## config.mk

```make
export PLATFORM = sky130hd
export DESIGN_NAME = imu_shake_pickup_detector
export DESIGN_NICKNAME = d
export VERILOG_FILES = /design/src/design/isp_pkg.sv /design/src/design/isp_sqrt.sv /design/src/design/isp_window.sv /design/src/design/imu_shake_pickup_detector.sv
export SDC_FILE = /design/constraint.sdc
export NUM_CORES = 2
export LEC_CHECK = 0
export ABC_AREA = 1
export BUFFER_PORTS_ARGS = -buffer_cell sky130_fd_sc_hd__buf_4
export CAP_MARGIN = 10
export CORE_UTILIZATION = 45
export CTS_BUF_LIST = sky130_fd_sc_hd__clkbuf_4
export DETAILED_ROUTE_END_ITERATION = 8
export RECOVER_POWER = 25
export SLEW_MARGIN = 20
export SYNTH_ARGS = -nofsm -noshare
export SYNTH_HDL_FRONTEND = slang
export SYNTH_SLANG_ARGS = --single-unit
export TNS_END_PERCENT = 50
```

## constraint.sdc

```tcl
create_clock -name clk -period 8.2 [get_ports clk]
set_input_delay 1.64 -clock clk [delete_from_list [all_inputs] [get_ports clk]]
set_output_delay 1.64 -clock clk [all_outputs]
set_load 0.02 [all_outputs]
```

## src/design/isp_pkg.sv

```systemverilog
// shared types and constants of the imu shake and pickup detector
// no dependencies; imported by every module of the block
`default_nettype none

package isp_pkg;

    localparam int AXIS_W    = 16;   // raw sensor sample
    localparam int MAG_W     = 16;   // vector magnitude
    localparam int SQ_W      = 32;   // sum of three squares
    localparam int CFG_W     = 16;   // configuration register
    localparam int CFG_IDX_W = 2;
    localparam int SQ_CNT_W  = 3;
    localparam int ROOT_CNT_W = 4;

    localparam logic [CFG_IDX_W-1:0] CFG_SHAKE_THRESHOLD  = 2'd0;
    localparam logic [CFG_IDX_W-1:0] CFG_PICKUP_THRESHOLD = 2'd1;
    localparam logic [CFG_IDX_W-1:0] CFG_GRAVITY_LEVEL    = 2'd2;

    localparam logic [CFG_W-1:0] SHAKE_THRESHOLD_RST  = 16'd13100;
    localparam logic [CFG_W-1:0] PICKUP_THRESHOLD_RST = 16'd1024;
    localparam logic [CFG_W-1:0] GRAVITY_LEVEL_RST    = 16'd4096;

    // square phase: six products, last accumulate in the cycle after the last product
    localparam logic [SQ_CNT_W-1:0] SQ_LAST = 3'd6;
    localparam logic [ROOT_CNT_W-1:0] ROOT_LAST = 4'd15;

    // largest floor root of three full-scale squares
    localparam logic [MAG_W-1:0] MAG_MAX = 16'd56755;

    typedef enum logic [2:0] {
        ST_IDLE,
        ST_SQUARE,
        ST_ROOT_A_START,
        ST_ROOT_A_WAIT,
        ST_ROOT_G_START,
        ST_ROOT_G_WAIT,
        ST_UPDATE,
        ST_FLAGS
    } isp_state_t;

    typedef struct packed {
        logic rd_en;    // fetch the entry about to be replaced
        logic update;   // write new magnitudes, adjust the sums
    } isp_win_cmd_t;

endpackage

`default_nettype wire

```

## src/design/isp_sqrt.sv

```systemverilog
// iterative floor square root, one result bit per cycle
// depends on isp_pkg
`default_nettype none

module isp_sqrt
    import isp_pkg::*;
(
    input  wire logic              clk,
    input  wire logic              rst_n,
    input  wire logic              start,
    input  wire logic [SQ_W-1:0]   radicand,
    output logic                   done,
    output logic [MAG_W-1:0]       root
);

    logic                  busy_reg, busy_next;
    logic                  done_reg, done_next;
    logic [ROOT_CNT_W-1:0] cnt_reg, cnt_next;
    logic [SQ_W-1:0]       rad_reg, rad_next;
    logic [MAG_W+1:0]      rem_reg, rem_next;
    logic [MAG_W-1:0]      root_reg, root_next;

    logic [MAG_W+3:0] cur;
    logic [MAG_W+3:0] trial;

    assign cur   = {rem_reg, rad_reg[SQ_W-1:SQ_W-2]};
    assign trial = {2'b00, root_reg, 2'b01};

    always_comb
    begin
        busy_next = busy_reg;
        done_next = 1'b0;
        cnt_next  = cnt_reg;
        rad_next  = rad_reg;
        rem_next  = rem_reg;
        root_next = root_reg;
        if (start)
        begin
            busy_next = 1'b1;
            cnt_next  = '0;
            rad_next  = radicand;
            rem_next  = '0;
            root_next = '0;
        end
        else if (busy_reg)
        begin
            rad_next = {rad_reg[SQ_W-3:0], 2'b00};
            if (cur >= trial)
            begin
                rem_next  = (MAG_W+2)'(cur - trial);
                root_next = {root_reg[MAG_W-2:0], 1'b1};
            end
            else
            begin
                rem_next  = (MAG_W+2)'(cur);
                root_next = {root_reg[MAG_W-2:0], 1'b0};
            end
            cnt_next = cnt_reg + 1'b1;
            if (cnt_reg == ROOT_LAST)
            begin
                busy_next = 1'b0;
                done_next = 1'b1;
            end
        end
    end

    always_ff @(posedge clk or negedge rst_n)
    begin
        if (!rst_n)
        begin
            busy_reg <= 1'b0;
            done_reg <= 1'b0;
            cnt_reg  <= '0;
        end
        else
        begin
            busy_reg <= busy_next;
            done_reg <= done_next;
            cnt_reg  <= cnt_next;
        end
    end

    always_ff @(posedge clk)
    begin
        rad_reg  <= rad_next;
        rem_reg  <= rem_next;
        root_reg <= root_next;
    end

    assign done = done_reg;
    assign root = root_reg;

endmodule

`default_nettype wire

```

## src/design/isp_window.sv

```systemverilog
// circular magnitude window in a memory with running sums
// depends on isp_pkg
`default_nettype none

module isp_window
    import isp_pkg::*;
#(
    parameter int WINDOW = 16,
    parameter int SUMW   = 20
)
(
    input  wire logic               clk,
    input  wire logic               rst_n,
    input  wire isp_win_cmd_t       cmd,
    input  wire logic [MAG_W-1:0]   accel_mag,
    input  wire logic [MAG_W-1:0]   gyro_mag,
    output logic [SUMW-1:0]         accel_sum,
    output logic [SUMW-1:0]         gyro_sum
);

    localparam int SLOTW = $clog2(WINDOW);
    localparam logic [SLOTW-1:0] SLOT_LAST = SLOTW'(WINDOW - 1);

    // accel magnitude in the upper half, gyro in the lower
    logic [2*MAG_W-1:0] win_ram [WINDOW];
    logic [2*MAG_W-1:0] rd_data_reg;

    logic [SLOTW-1:0] slot_reg, slot_next;
    logic             full_reg, full_next;
    logic [SUMW-1:0]  accel_sum_reg, accel_sum_next;
    logic [SUMW-1:0]  gyro_sum_reg, gyro_sum_next;
    logic [MAG_W-1:0] old_accel, old_gyro;

    // entries not yet written in the first pass count as zero
    assign old_accel = full_reg ? rd_data_reg[2*MAG_W-1:MAG_W] : '0;
    assign old_gyro  = full_reg ? rd_data_reg[MAG_W-1:0] : '0;

    always_comb
    begin
        slot_next      = slot_reg;
        full_next      = full_reg;
        accel_sum_next = accel_sum_reg;
        gyro_sum_next  = gyro_sum_reg;
        if (cmd.update)
        begin
            accel_sum_next = accel_sum_reg - SUMW'(old_accel) + SUMW'(accel_mag);
            gyro_sum_next  = gyro_sum_reg - SUMW'(old_gyro) + SUMW'(gyro_mag);
            if (slot_reg == SLOT_LAST)
            begin
                slot_next = '0;
                full_next = 1'b1;
            end
            else
            begin
                slot_next = slot_reg + 1'b1;
            end
        end
    end

    always_ff @(posedge clk or negedge rst_n)
    begin
        if (!rst_n)
        begin
            slot_reg      <= '0;
            full_reg      <= 1'b0;
            accel_sum_reg <= '0;
            gyro_sum_reg  <= '0;
        end
        else
        begin
            slot_reg      <= slot_next;
            full_reg      <= full_next;
            accel_sum_reg <= accel_sum_next;
            gyro_sum_reg  <= gyro_sum_next;
        end
    end

    always_ff @(posedge clk)
    begin
        if (cmd.rd_en)
        begin
            rd_data_reg <= win_ram[slot_reg];
        end
        if (cmd.update)
        begin
            win_ram[slot_reg] <= {accel_mag, gyro_mag};
        end
    end

    assign accel_sum = accel_sum_reg;
    assign gyro_sum  = gyro_sum_reg;

endmodule

`default_nettype wire

```

## src/design/imu_shake_pickup_detector.sv

```systemverilog
// imu shake and pickup detector, top level: sequencer, shared squarer, flags
// depends on isp_pkg, isp_sqrt and isp_window
`default_nettype none

// One word is taken, then in_stall stays high for the whole computation; a
// new word is taken only once the last one is finished. The time per word
// goes to the single 16x16 squarer (six axes plus one accumulate) and above
// all to the one square root unit, which yields one result bit per cycle
// and runs twice per word (accel, then gyro, each after a start state),
// followed by a window update state and a flag evaluation state. The
// finished result sits in an output register, so the next word is accepted
// while it still waits for the consumer; only when a second result is ready
// before the first is taken does the block hold. The window (WINDOW entries
// per sensor) lives in a memory; its contents are treated as zero until the
// first full pass is written, so no clearing pass is needed after reset.
// Configuration writes land at once, at any time.
module imu_shake_pickup_detector
    import isp_pkg::*;
#(
    parameter int WINDOW = 16
)
(
    input  wire logic                  clk,
    input  wire logic                  rst_n,
    // configuration write port
    input  wire logic                  cfg_wr_en,
    input  wire logic [CFG_IDX_W-1:0]  cfg_index,
    input  wire logic [CFG_W-1:0]      cfg_data,
    // input word
    input  wire logic                  in_valid,
    output logic                       in_stall,
    input  wire logic [AXIS_W-1:0]     accel_x,
    input  wire logic [AXIS_W-1:0]     accel_y,
    input  wire logic [AXIS_W-1:0]     accel_z,
    input  wire logic [AXIS_W-1:0]     gyro_x,
    input  wire logic [AXIS_W-1:0]     gyro_y,
    input  wire logic [AXIS_W-1:0]     gyro_z,
    // result word
    output logic                       out_valid,
    input  wire logic                  out_stall,
    output logic [MAG_W-1:0]           accel_magnitude,
    output logic [MAG_W-1:0]           gyro_magnitude,
    output logic                       shaken,
    output logic                       picked_up
);

    // window sums and scaled thresholds share this width
    localparam int SUMW = MAG_W + $clog2(WINDOW);
    localparam logic [SUMW-1:0] WIN_K = SUMW'(WINDOW);

    isp_state_t state_reg, state_next;

    // configuration registers
    logic [CFG_W-1:0] shake_th_reg, shake_th_next;
    logic [CFG_W-1:0] pickup_th_reg, pickup_th_next;
    logic [CFG_W-1:0] gravity_reg, gravity_next;

    // captured sample
    logic signed [AXIS_W-1:0] axis_reg [6];

    // squarer and accumulators
    logic [SQ_CNT_W-1:0] sq_cnt_reg, sq_cnt_next;
    logic signed [AXIS_W-1:0] sq_operand;
    logic signed [2*AXIS_W-1:0] sq_product;
    logic [SQ_W-1:0] prod_reg;
    logic [SQ_W-1:0] acc_a_reg, acc_g_reg;

    // root results
    logic [MAG_W-1:0] accel_mag_reg, gyro_mag_reg;

    // scaled thresholds
    logic [SUMW-1:0] shake_scaled_reg, pickup_scaled_reg, grav_scaled_reg;

    // output register
    logic             out_valid_reg, out_valid_next;
    logic [MAG_W-1:0] out_accel_reg, out_gyro_reg;
    logic             out_shaken_reg, out_picked_reg;

    // sequencer outputs
    logic          in_take;
    logic          out_free;
    logic          load_out;
    logic [SQ_W-1:0] root_radicand;
    logic          root_start;
    logic          root_done;
    logic [MAG_W-1:0] root_value;
    isp_win_cmd_t  win_cmd;

    logic [SUMW-1:0] accel_sum, gyro_sum;
    logic [SUMW-1:0] deviation;
    logic            flag_shaken, flag_picked;

    assign in_stall = (state_reg != ST_IDLE);
    assign in_take  = in_valid && !in_stall;
    assign out_free = !out_valid_reg || !out_stall;

    // ---------------- sequencer: next state ----------------
    always_comb
    begin
        state_next = state_reg;
        unique case (state_reg)
            ST_IDLE:
            begin
                if (in_valid)
                begin
                    state_next = ST_SQUARE;
                end
            end
            ST_SQUARE:
            begin
                if (sq_cnt_reg == SQ_LAST)
                begin
                    state_next = ST_ROOT_A_START;
                end
            end
            ST_ROOT_A_START: state_next = ST_ROOT_A_WAIT;
            ST_ROOT_A_WAIT:
            begin
                if (root_done)
                begin
                    state_next = ST_ROOT_G_START;
                end
            end
            ST_ROOT_G_START: state_next = ST_ROOT_G_WAIT;
            ST_ROOT_G_WAIT:
            begin
                if (root_done)
                begin
                    state_next = ST_UPDATE;
                end
            end
            ST_UPDATE: state_next = ST_FLAGS;
            ST_FLAGS:
            begin
                if (out_free)
                begin
                    state_next = ST_IDLE;
                end
            end
            default: state_next = ST_IDLE;
        endcase
    end

    // ---------------- sequencer: outputs ----------------
    always_comb
    begin
        root_start     = 1'b0;
        root_radicand  = acc_a_reg;
        win_cmd        = '0;
        load_out       = 1'b0;
        sq_cnt_next    = sq_cnt_reg;
        unique case (state_reg)
            ST_IDLE:
            begin
                sq_cnt_next = '0;
            end
            ST_SQUARE:
            begin
                sq_cnt_next = sq_cnt_reg + 1'b1;
                // old window entry is fetched while the squares run
                win_cmd.rd_en = (sq_cnt_reg == '0);
            end
            ST_ROOT_A_START:
            begin
                root_start     = 1'b1;
                root_radicand  = acc_a_reg;
            end
            ST_ROOT_G_START:
            begin
                root_start     = 1'b1;
                root_radicand  = acc_g_reg;
            end
            ST_UPDATE:
            begin
                win_cmd.update = 1'b1;
            end
            ST_FLAGS:
            begin
                load_out = out_free;
            end
            default:
            begin
                sq_cnt_next = sq_cnt_reg;
            end
        endcase
    end

    // ---------------- shared squarer ----------------
    always_comb
    begin
        case (sq_cnt_reg)
            3'd0:    sq_operand = axis_reg[0];
            3'd1:    sq_operand = axis_reg[1];
            3'd2:    sq_operand = axis_reg[2];
            3'd3:    sq_operand = axis_reg[3];
            3'd4:    sq_operand = axis_reg[4];
            3'd5:    sq_operand = axis_reg[5];
            default: sq_operand = '0;
        endcase
    end

    assign sq_product = sq_operand * sq_operand;

    // ---------------- shared root unit ----------------
    isp_sqrt u_sqrt (
        .clk      (clk),
        .rst_n    (rst_n),
        .start    (root_start),
        .radicand (root_radicand),
        .done     (root_done),
        .root     (root_value)
    );

    // ---------------- magnitude window ----------------
    isp_window #(
        .WINDOW (WINDOW),
        .SUMW   (SUMW)
    ) u_window (
        .clk       (clk),
        .rst_n     (rst_n),
        .cmd       (win_cmd),
        .accel_mag (accel_mag_reg),
        .gyro_mag  (gyro_mag_reg),
        .accel_sum (accel_sum),
        .gyro_sum  (gyro_sum)
    );

    // ---------------- flags, exact on the scaled sums ----------------
    assign deviation = (accel_sum >= grav_scaled_reg) ? (accel_sum - grav_scaled_reg)
                                                      : (grav_scaled_reg - accel_sum);
    assign flag_shaken = (gyro_sum > shake_scaled_reg);
    // calm rotation: twice the gyro sum stays under the scaled shake threshold
    assign flag_picked = (deviation > pickup_scaled_reg)
                      && ({gyro_sum, 1'b0} < {1'b0, shake_scaled_reg});

    // ---------------- configuration ----------------
    always_comb
    begin
        shake_th_next  = shake_th_reg;
        pickup_th_next = pickup_th_reg;
        gravity_next   = gravity_reg;
        if (cfg_wr_en)
        begin
            unique case (cfg_index)
                CFG_SHAKE_THRESHOLD:  shake_th_next  = cfg_data;
                CFG_PICKUP_THRESHOLD: pickup_th_next = cfg_data;
                CFG_GRAVITY_LEVEL:    gravity_next   = cfg_data;
                default:              shake_th_next  = shake_th_reg;
            endcase
        end
    end

    // result held until taken, refilled when the consumer frees it
    always_comb
    begin
        out_valid_next = out_valid_reg;
        if (load_out)
        begin
            out_valid_next = 1'b1;
        end
        else if (!out_stall)
        begin
            out_valid_next = 1'b0;
        end
    end

    // ---------------- control registers ----------------
    always_ff @(posedge clk or negedge rst_n)
    begin
        if (!rst_n)
        begin
            state_reg     <= ST_IDLE;
            sq_cnt_reg    <= '0;
            out_valid_reg <= 1'b0;
            shake_th_reg  <= SHAKE_THRESHOLD_RST;
            pickup_th_reg <= PICKUP_THRESHOLD_RST;
            gravity_reg   <= GRAVITY_LEVEL_RST;
        end
        else
        begin
            state_reg     <= state_next;
            sq_cnt_reg    <= sq_cnt_next;
            out_valid_reg <= out_valid_next;
            shake_th_reg  <= shake_th_next;
            pickup_th_reg <= pickup_th_next;
            gravity_reg   <= gravity_next;
        end
    end

    // ---------------- datapath registers ----------------
    always_ff @(posedge clk)
    begin
        if (in_take)
        begin
            axis_reg[0] <= accel_x;
            axis_reg[1] <= accel_y;
            axis_reg[2] <= accel_z;
            axis_reg[3] <= gyro_x;
            axis_reg[4] <= gyro_y;
            axis_reg[5] <= gyro_z;
        end

        if (state_reg == ST_SQUARE)
        begin
            prod_reg <= SQ_W'(sq_product);
            // product of the previous cycle goes into its sensor's sum
            case (sq_cnt_reg) inside
                3'd0:
                begin
                    acc_a_reg <= '0;
                    acc_g_reg <= '0;
                end
                3'd1, 3'd2, 3'd3: acc_a_reg <= acc_a_reg + prod_reg;
                3'd4, 3'd5, 3'd6: acc_g_reg <= acc_g_reg + prod_reg;
                default:          acc_g_reg <= acc_g_reg;
            endcase
        end

        if (state_reg == ST_ROOT_A_WAIT && root_done)
        begin
            accel_mag_reg <= root_value;
        end
        if (state_reg == ST_ROOT_G_WAIT && root_done)
        begin
            gyro_mag_reg <= root_value;
        end

        if (state_reg == ST_UPDATE)
        begin
            shake_scaled_reg  <= {{(SUMW-CFG_W){1'b0}}, shake_th_reg} * WIN_K;
            pickup_scaled_reg <= {{(SUMW-CFG_W){1'b0}}, pickup_th_reg} * WIN_K;
            grav_scaled_reg   <= {{(SUMW-CFG_W){1'b0}}, gravity_reg} * WIN_K;
        end

        if (load_out)
        begin
            out_accel_reg  <= accel_mag_reg;
            out_gyro_reg   <= gyro_mag_reg;
            out_shaken_reg <= flag_shaken;
            out_picked_reg <= flag_picked;
        end
    end

    assign out_valid       = out_valid_reg;
    assign accel_magnitude = out_accel_reg;
    assign gyro_magnitude  = out_gyro_reg;
    assign shaken          = out_shaken_reg;
    assign picked_up       = out_picked_reg;

`ifndef SYNTHESIS
    // the root unit reports only while the sequencer waits for it
    a_root_done_in_wait: assert property (@(posedge clk) disable iff (!rst_n)
        root_done |-> (state_reg == ST_ROOT_A_WAIT || state_reg == ST_ROOT_G_WAIT))
        else $error("root unit finished outside a wait state");

    // one word at a time: a taken word closes the input side next cycle
    a_single_word: assert property (@(posedge clk) disable iff (!rst_n)
        in_take |=> in_stall)
        else $error("input side open right after taking a word");

    // magnitudes never exceed the full-scale root
    a_mag_bound: assert property (@(posedge clk) disable iff (!rst_n)
        out_valid |-> (accel_magnitude <= MAG_MAX && gyro_magnitude <= MAG_MAX))
        else $error("magnitude above full-scale root");
`endif

endmodule

`default_nettype wire
```

# After elaboration in Yosys (flattened, before gate mapping)
# Memories as Yosys holds them, arrays and structs flattened. A register that Yosys moved wholly into a read port is not among the register bits.
# Index checks and enable logic that the tools add are counted.
[totals]
register_bits = 382
ram_bits = 608
in_bits = 119
out_inout_bits = 36
elab_cells = 136
memories = 2
[memory_table]
columns = ["name", "depth", "word_bits", "read_ports", "rd_clocked_by_memory_dff", "write_ports", "line", "text"]
rows = [
  ["u_window.win_ram", 16, 32, 1, 1, 1, "isp_window.sv:25", "logic [2*MAG_W-1:0] win_ram [WINDOW];"],
  ["axis_reg", 6, 16, 6, 0, 6, "imu_shake_pickup_detector.sv:59", "logic signed [AXIS_W-1:0] axis_reg [6];"],
]
[classes]
addsub = 12
mul = 1
magnitude_cmp = 5
n_eq_ne = 24
muxes = 38
n_reduce_logical = 26
[op_table]
columns = ["cell", "n"]
rows = [
  ["2-to-1 mux 32 bit", 6],
  ["case mux 16 bit (6 select lines)", 1],
  ["adder 32 bit", 2],
  ["adder 20 x 16 -> 20 bit", 2],
  ["> comparator 20 bit", 2],
  ["subtractor 20 x 16 -> 20 bit", 2],
  ["subtractor 20 bit", 2],
  ["multiplier 16 x 16 -> 32 bit", 1],
  ["2-to-1 mux 16 bit", 2],
  ["case mux 3 bit (8 select lines)", 1],
  ["== test 3 bit (second input constant)", 7],
  ["< comparator 21 x 20 -> 1 bit", 1],
  ["greater-or-equal comparator 20 x 18 -> 1 bit", 1],
  ["greater-or-equal comparator 20 bit", 1],
  ["2-to-1 mux 20 bit", 1],
  ["2-to-1 mux 18 bit", 1],
  ["subtractor 18 bit", 1],
  ["2-to-1 mux 1 bit", 17],
  ["2-to-1 mux 3 bit", 5],
  ["== test 3 x 2 -> 1 bit (second input constant)", 4],
  ["2-to-1 mux 4 bit", 3],
  ["AND reduction 2 bit", 5],
  ["adder 4 x 1 -> 4 bit (second input constant)", 2],
  ["== test 4 bit (second input constant)", 2],
  ["18 further kinds", 34],
]

# Longest topological paths before layout
[depth]
word_depth = 5
mapped_depth = 32
ltp_nobuf = 31

# Modules after synthesis
# Synthesis repeated with hierarchy kept, for this count alone.
[hier_totals]
hier_cells = 6261
hier_area_um2 = 59554.6
[modules_own_cells]
columns = ["module", "n_inst", "cells_each", "area_each_um2", "seq_area_each_um2"]
rows = [
  ["imu_shake_pickup_detector", 1, 3397, 29425.7, 10546.4],
  ["isp_window", 1, 2312, 26062.5, 17461.7],
  ["isp_sqrt", 1, 552, 4066.4, 1791.7],
]

# Worst setup path before layout
# No wires, ideal clock.
[synth_timing]
kind = "register to register"
startpoint = "register sq_cnt_reg[0]"
endpoint = "register prod_reg[28] (data pin)"
setup_time_ns = 0.260
arrival_time_ns = 6.309
required_ns = 7.940
path_slack_ns = 1.631
path_stages_with_launch = 27
n_path_buf = 1
synth_period_minus_slack_ns = 6.569
path_cell_list = "dfrtp_1 > inv_1 > ha_1 > nand2_1 > inv_2 > nand2_1 > nand3_2 > nor3_4 > buf_2 > nor2_1 > inv_1 > fa_1 > inv_1 > fa_1 > fa_1 > fa_1 > fa_1 > inv_1 > fa_1 > inv_1 > ha_1 > a21o_1 > o21bai_1 > a21boi_0 > o21a_1 > nand2_1 > xor2_1"
[synth_between]
elab_chain_cells = 3
elab_cells_between_ends = 8
classes_between = "mul: 1; eq/ne: 5; mux: 1; reduce/logical: 1"
[synth_lines]
columns = ["item", "line", "text"]
rows = [
  ["from (decl)", "imu_shake_pickup_detector.sv:62", "logic [SQ_CNT_W-1:0] sq_cnt_reg, sq_cnt_next;"],
  ["from (signal assigned)", "imu_shake_pickup_detector.sv:282", "sq_cnt_reg <= sq_cnt_next;"],
  ["== test 3 bit (tied with other cells)", "imu_shake_pickup_detector.sv:191", "case (sq_cnt_reg)"],
  ["case mux 16 bit (6 select lines) *", "imu_shake_pickup_detector.sv:191", ""],
  ["multiplier 16 x 16 -> 32 bit *", "imu_shake_pickup_detector.sv:202", "assign sq_product = sq_operand * sq_operand;"],
  ["via sq_product[28]", "imu_shake_pickup_detector.sv:64", "logic signed [2*AXIS_W-1:0] sq_product;"],
  ["to (signal assigned)", "imu_shake_pickup_detector.sv:305", "prod_reg <= SQ_W'(sq_product);"],
  ["to (decl)", "imu_shake_pickup_detector.sv:65", "logic [SQ_W-1:0] prod_reg;"],
]
# The timed path passes the listed nets; every way through them passes the cells marked *.
# A chain may end at the register's enable or synchronous reset.

# Final worst setup path
[layout_timing]
startpoint = "register sq_cnt_reg[0]"
endpoint = "register prod_reg[19] (data pin)"
# The elaborated chain is that of the path after synthesis.

==> results by group <==
Logic synthesis
  • Mapped Avg Cell Area: 9.90 um^2
  • Cell Area, Synth: 0.0582 mm^2
  • Synth Instances: 5882
  • Synth cell types: 59
  • #FFs+latches synth: roughly 1000
  • EDFF count, synth: 881
  • Post-synthesis net count: between 6000 and 7000
  • Synthesis warning total: 0
  • Async SR Flop Fraction: 0.104
  • Seq/Total Area, Yosys: 0.512
  • Dominant synthesized flop cell: edfxtp_1

Cells and area
  • Area of the multi-input gates: roughly 0.025 mm^2
  • Most frequent cells in the layout: nand2_1 (1037), edfxtp_1 (881), inv_1 (846), nor2_1 (674), clkbuf_4 (499)
  • Nets: 6902
  • Area grow syn2layout: 11.3%
  • Layout cells sized above 1: 0.113
  • FF/Latch Area: 0.0298 mm^2
  • Filler instances: about 12000
  • Number of flip-flops in the largest register: roughly 500
  • Leading cell type in the layout, fill and taps excluded: nand2_1

STA
  • Slew headroom: 0.286
  • RSZ-0062 raised after global routing: no
  • Final setup vio count: 0
  • Period minus WS final: 7.47 ns
  • Fmax achieved: 0.134 GHz
  • Worst hold slack: 0.376 ns
  • Worst-margin pin slew: between 1 and 1.5 ns
  • Clock Skew: 0.114 ns
  • Final Max Tran Viols: 0
  • Setup TNS Final: 0 ns
  • Final Cycle Share: 0.911
  • Fin. Hold Viols: 0

Global route
  • Met1 usage: 0.320
  • Initial antenna violation count: 8
  • Remaining global-route overflow: 0
  • Gr usage total: 0.249
  • Vias in the first global route: between 40000 and 50000
  • M3 GR Usage: 0.0401
  • First-pass GRT wire length: 249 mm
  • M2 GR Usage: 0.420
  • Global route hottest layer: met2
  • Pin count of the biggest net entering global routing: 211

Min path
  • HP Class: primary input to async pin

Placed design
  • Gpl congestion: 0.971
  • Dpl hpwl: about 110 mm
  • IO Port Bufs: roughly 150

Route
  • Post-Route WL: 161 mm
  • Initial drt markers: 3604
  • Final ANT Viol Nets: 0
  • WL per Instance: 19.8 um
  • Via count: 43300
  • Remaining DRCs: 0
  • DR pass1 iterations: 8
  • Vias/cell: 5.33

Critical path
  • Reg-to-Reg Start: sq_cnt_reg[0]$_DFFE_PN0P_
  • Worst setup EP type: register
  • WP data required: 9.10 ns
  • CP Launch Point: sq_cnt_reg[0]$_DFFE_PN0P_
  • Critical setup path kind: register to register
  • Startpoint types: register
  • Worst EP arrival: 8.38 ns
  • Crit path max fanout: 11

Floorplanning
  • Die Span X: 362 um
  • Ports: 155
  • Die ar.: 0.131 mm^2
  • Core area: 0.128 mm^2
  • Placement row count: 131
  • Die height: 362 um
  • Initial Utilization: 0.455

Clock tree
  • Cts hold-fix bufs: 0
  • Setup Fix Bufs, Post-CTS: 0
  • Root Buffer Master: clkbuf_4
  • Number of clock sinks seen by CTS: around 1000
  • CTS resizes: 0
  • CTS tree: done
  • CTS max path bufs: 4
  • Cts bufs inserted: 292
  • H-Tree Depth: 5
  • Worst skew pair latency: approximately 1.2 ns
  • Clock Pin Slew Worst Setup and Hold Paths: ~0.070 ns

Outcome
  • Status: complete, no violations

Flow run
  • Number of max-cap violations: 0
==> synthesized netlist by cell type, drive strengths merged (56+ instances only) <==
cell type | n | area share
nand2 | 1042 | 0.068
edfxtp | 881 | 0.45
inv | 862 | 0.056
nor2 | 702 | 0.046
o21ai | 476 | 0.041
a21oi | 311 | 0.027
ha | 293 | 0.063
fa | 270 | 0.093
nand3 | 194 | 0.017
o22ai | 147 | 0.016
clkbuf | 124 | 0.0082
dfrtp | 97 | 0.042
nand4 | 78 | 0.0087
nor3 | 56 | 0.0063
==> cell families (layout without fill, tap and decap cells) <==
family,Yosys count,count (layout),share of synthesized area
buf+inv,1032,1543,0.0680
compound gates,1070,1070,0.101
other cells,0,5,0
fa+ha+maj,563,563,0.156
flops,1021,1021,0.512
simple gates,2112,2112,0.150
xor+xnor,84,84,0.0126
==> worst max-delay path, cell delays in order, from the launching register on <==
cell      delay (ns)
dfrtp_1         0.38
inv_1           0.09
ha_1            0.27
nand2_1         0.25
inv_2           0.17
a221oi_1        0.32
nand4_2         0.35
inv_1           0.53
nor2_1          0.18
fa_1            0.57
inv_1           0.06
fa_1            0.53
inv_1           0.05
fa_1            0.49
fa_1            0.44
fa_1            0.51
inv_1           0.05
fa_1            0.52
inv_1           0.06
ha_1            0.40
nand2_1         0.11
inv_1           0.10
nand2_1         0.10
nor3_1          0.41
a21oi_1         0.16
xnor2_1         0.17
==> worst paths after layout <==
kind                            slack (ns)  depth (start not counted)                                  to
worst max-delay path                  0.73                         25              prod_reg[19]$_DFFE_PP_
worst min-delay path                  0.38                          1  u_window.accel_sum[19]$_DFFE_PN0P_
worst max register to register        0.73                         25              prod_reg[19]$_DFFE_PP_
worst min register to register        0.42                          0       grav_scaled_reg[18]$_DFFE_PP_
max in group asynchronous             6.01                          3        shake_th_reg[15]$_DFFE_PN0P_
min in group clk                      0.42                          0       grav_scaled_reg[18]$_DFFE_PP_
==> final cells by class <==
cell class,count,share of cell area
multi-input cells,3829,0.381
diodes,5,0.000193
inverters,863,0.0501
well taps,1729,0.0334
repair buffers,213,0.0241
clock inverters,53,0.00363
flip-flops and latches,1021,0.460
clock buffers,414,0.0479
==> layer usage <==
layer / part of all wire / wire, um
met2: 0.49 / 79100
met3: 0.055 / 8830
met4: 0.033 / 5250
met1: 0.42 / 67900
met5: 0.00030 / 48
==> per-stage QoR <==
| step | cells | setup WS (ns) | area [um^2] | util |
|---|---|---|---|---|
| after floorplan | 5882 | 1.63 | 58200 | - |
| after global placement | 7655 | 0.849 | 61500 | 0.481 |
| after detailed placement | 7655 | 0.698 | 61500 | 0.481 |
| after CTS | 8122 | 0.781 | 64900 | 0.507 |
| after global routing | 8126 | 0.207 | 64800 | 0.506 |
| final | 8127 | 0.729 | 64800 | 0.506 |
Power is not shown: default switching activity piles up to over one toggle a cycle in this logic, so the estimate is an artifact.
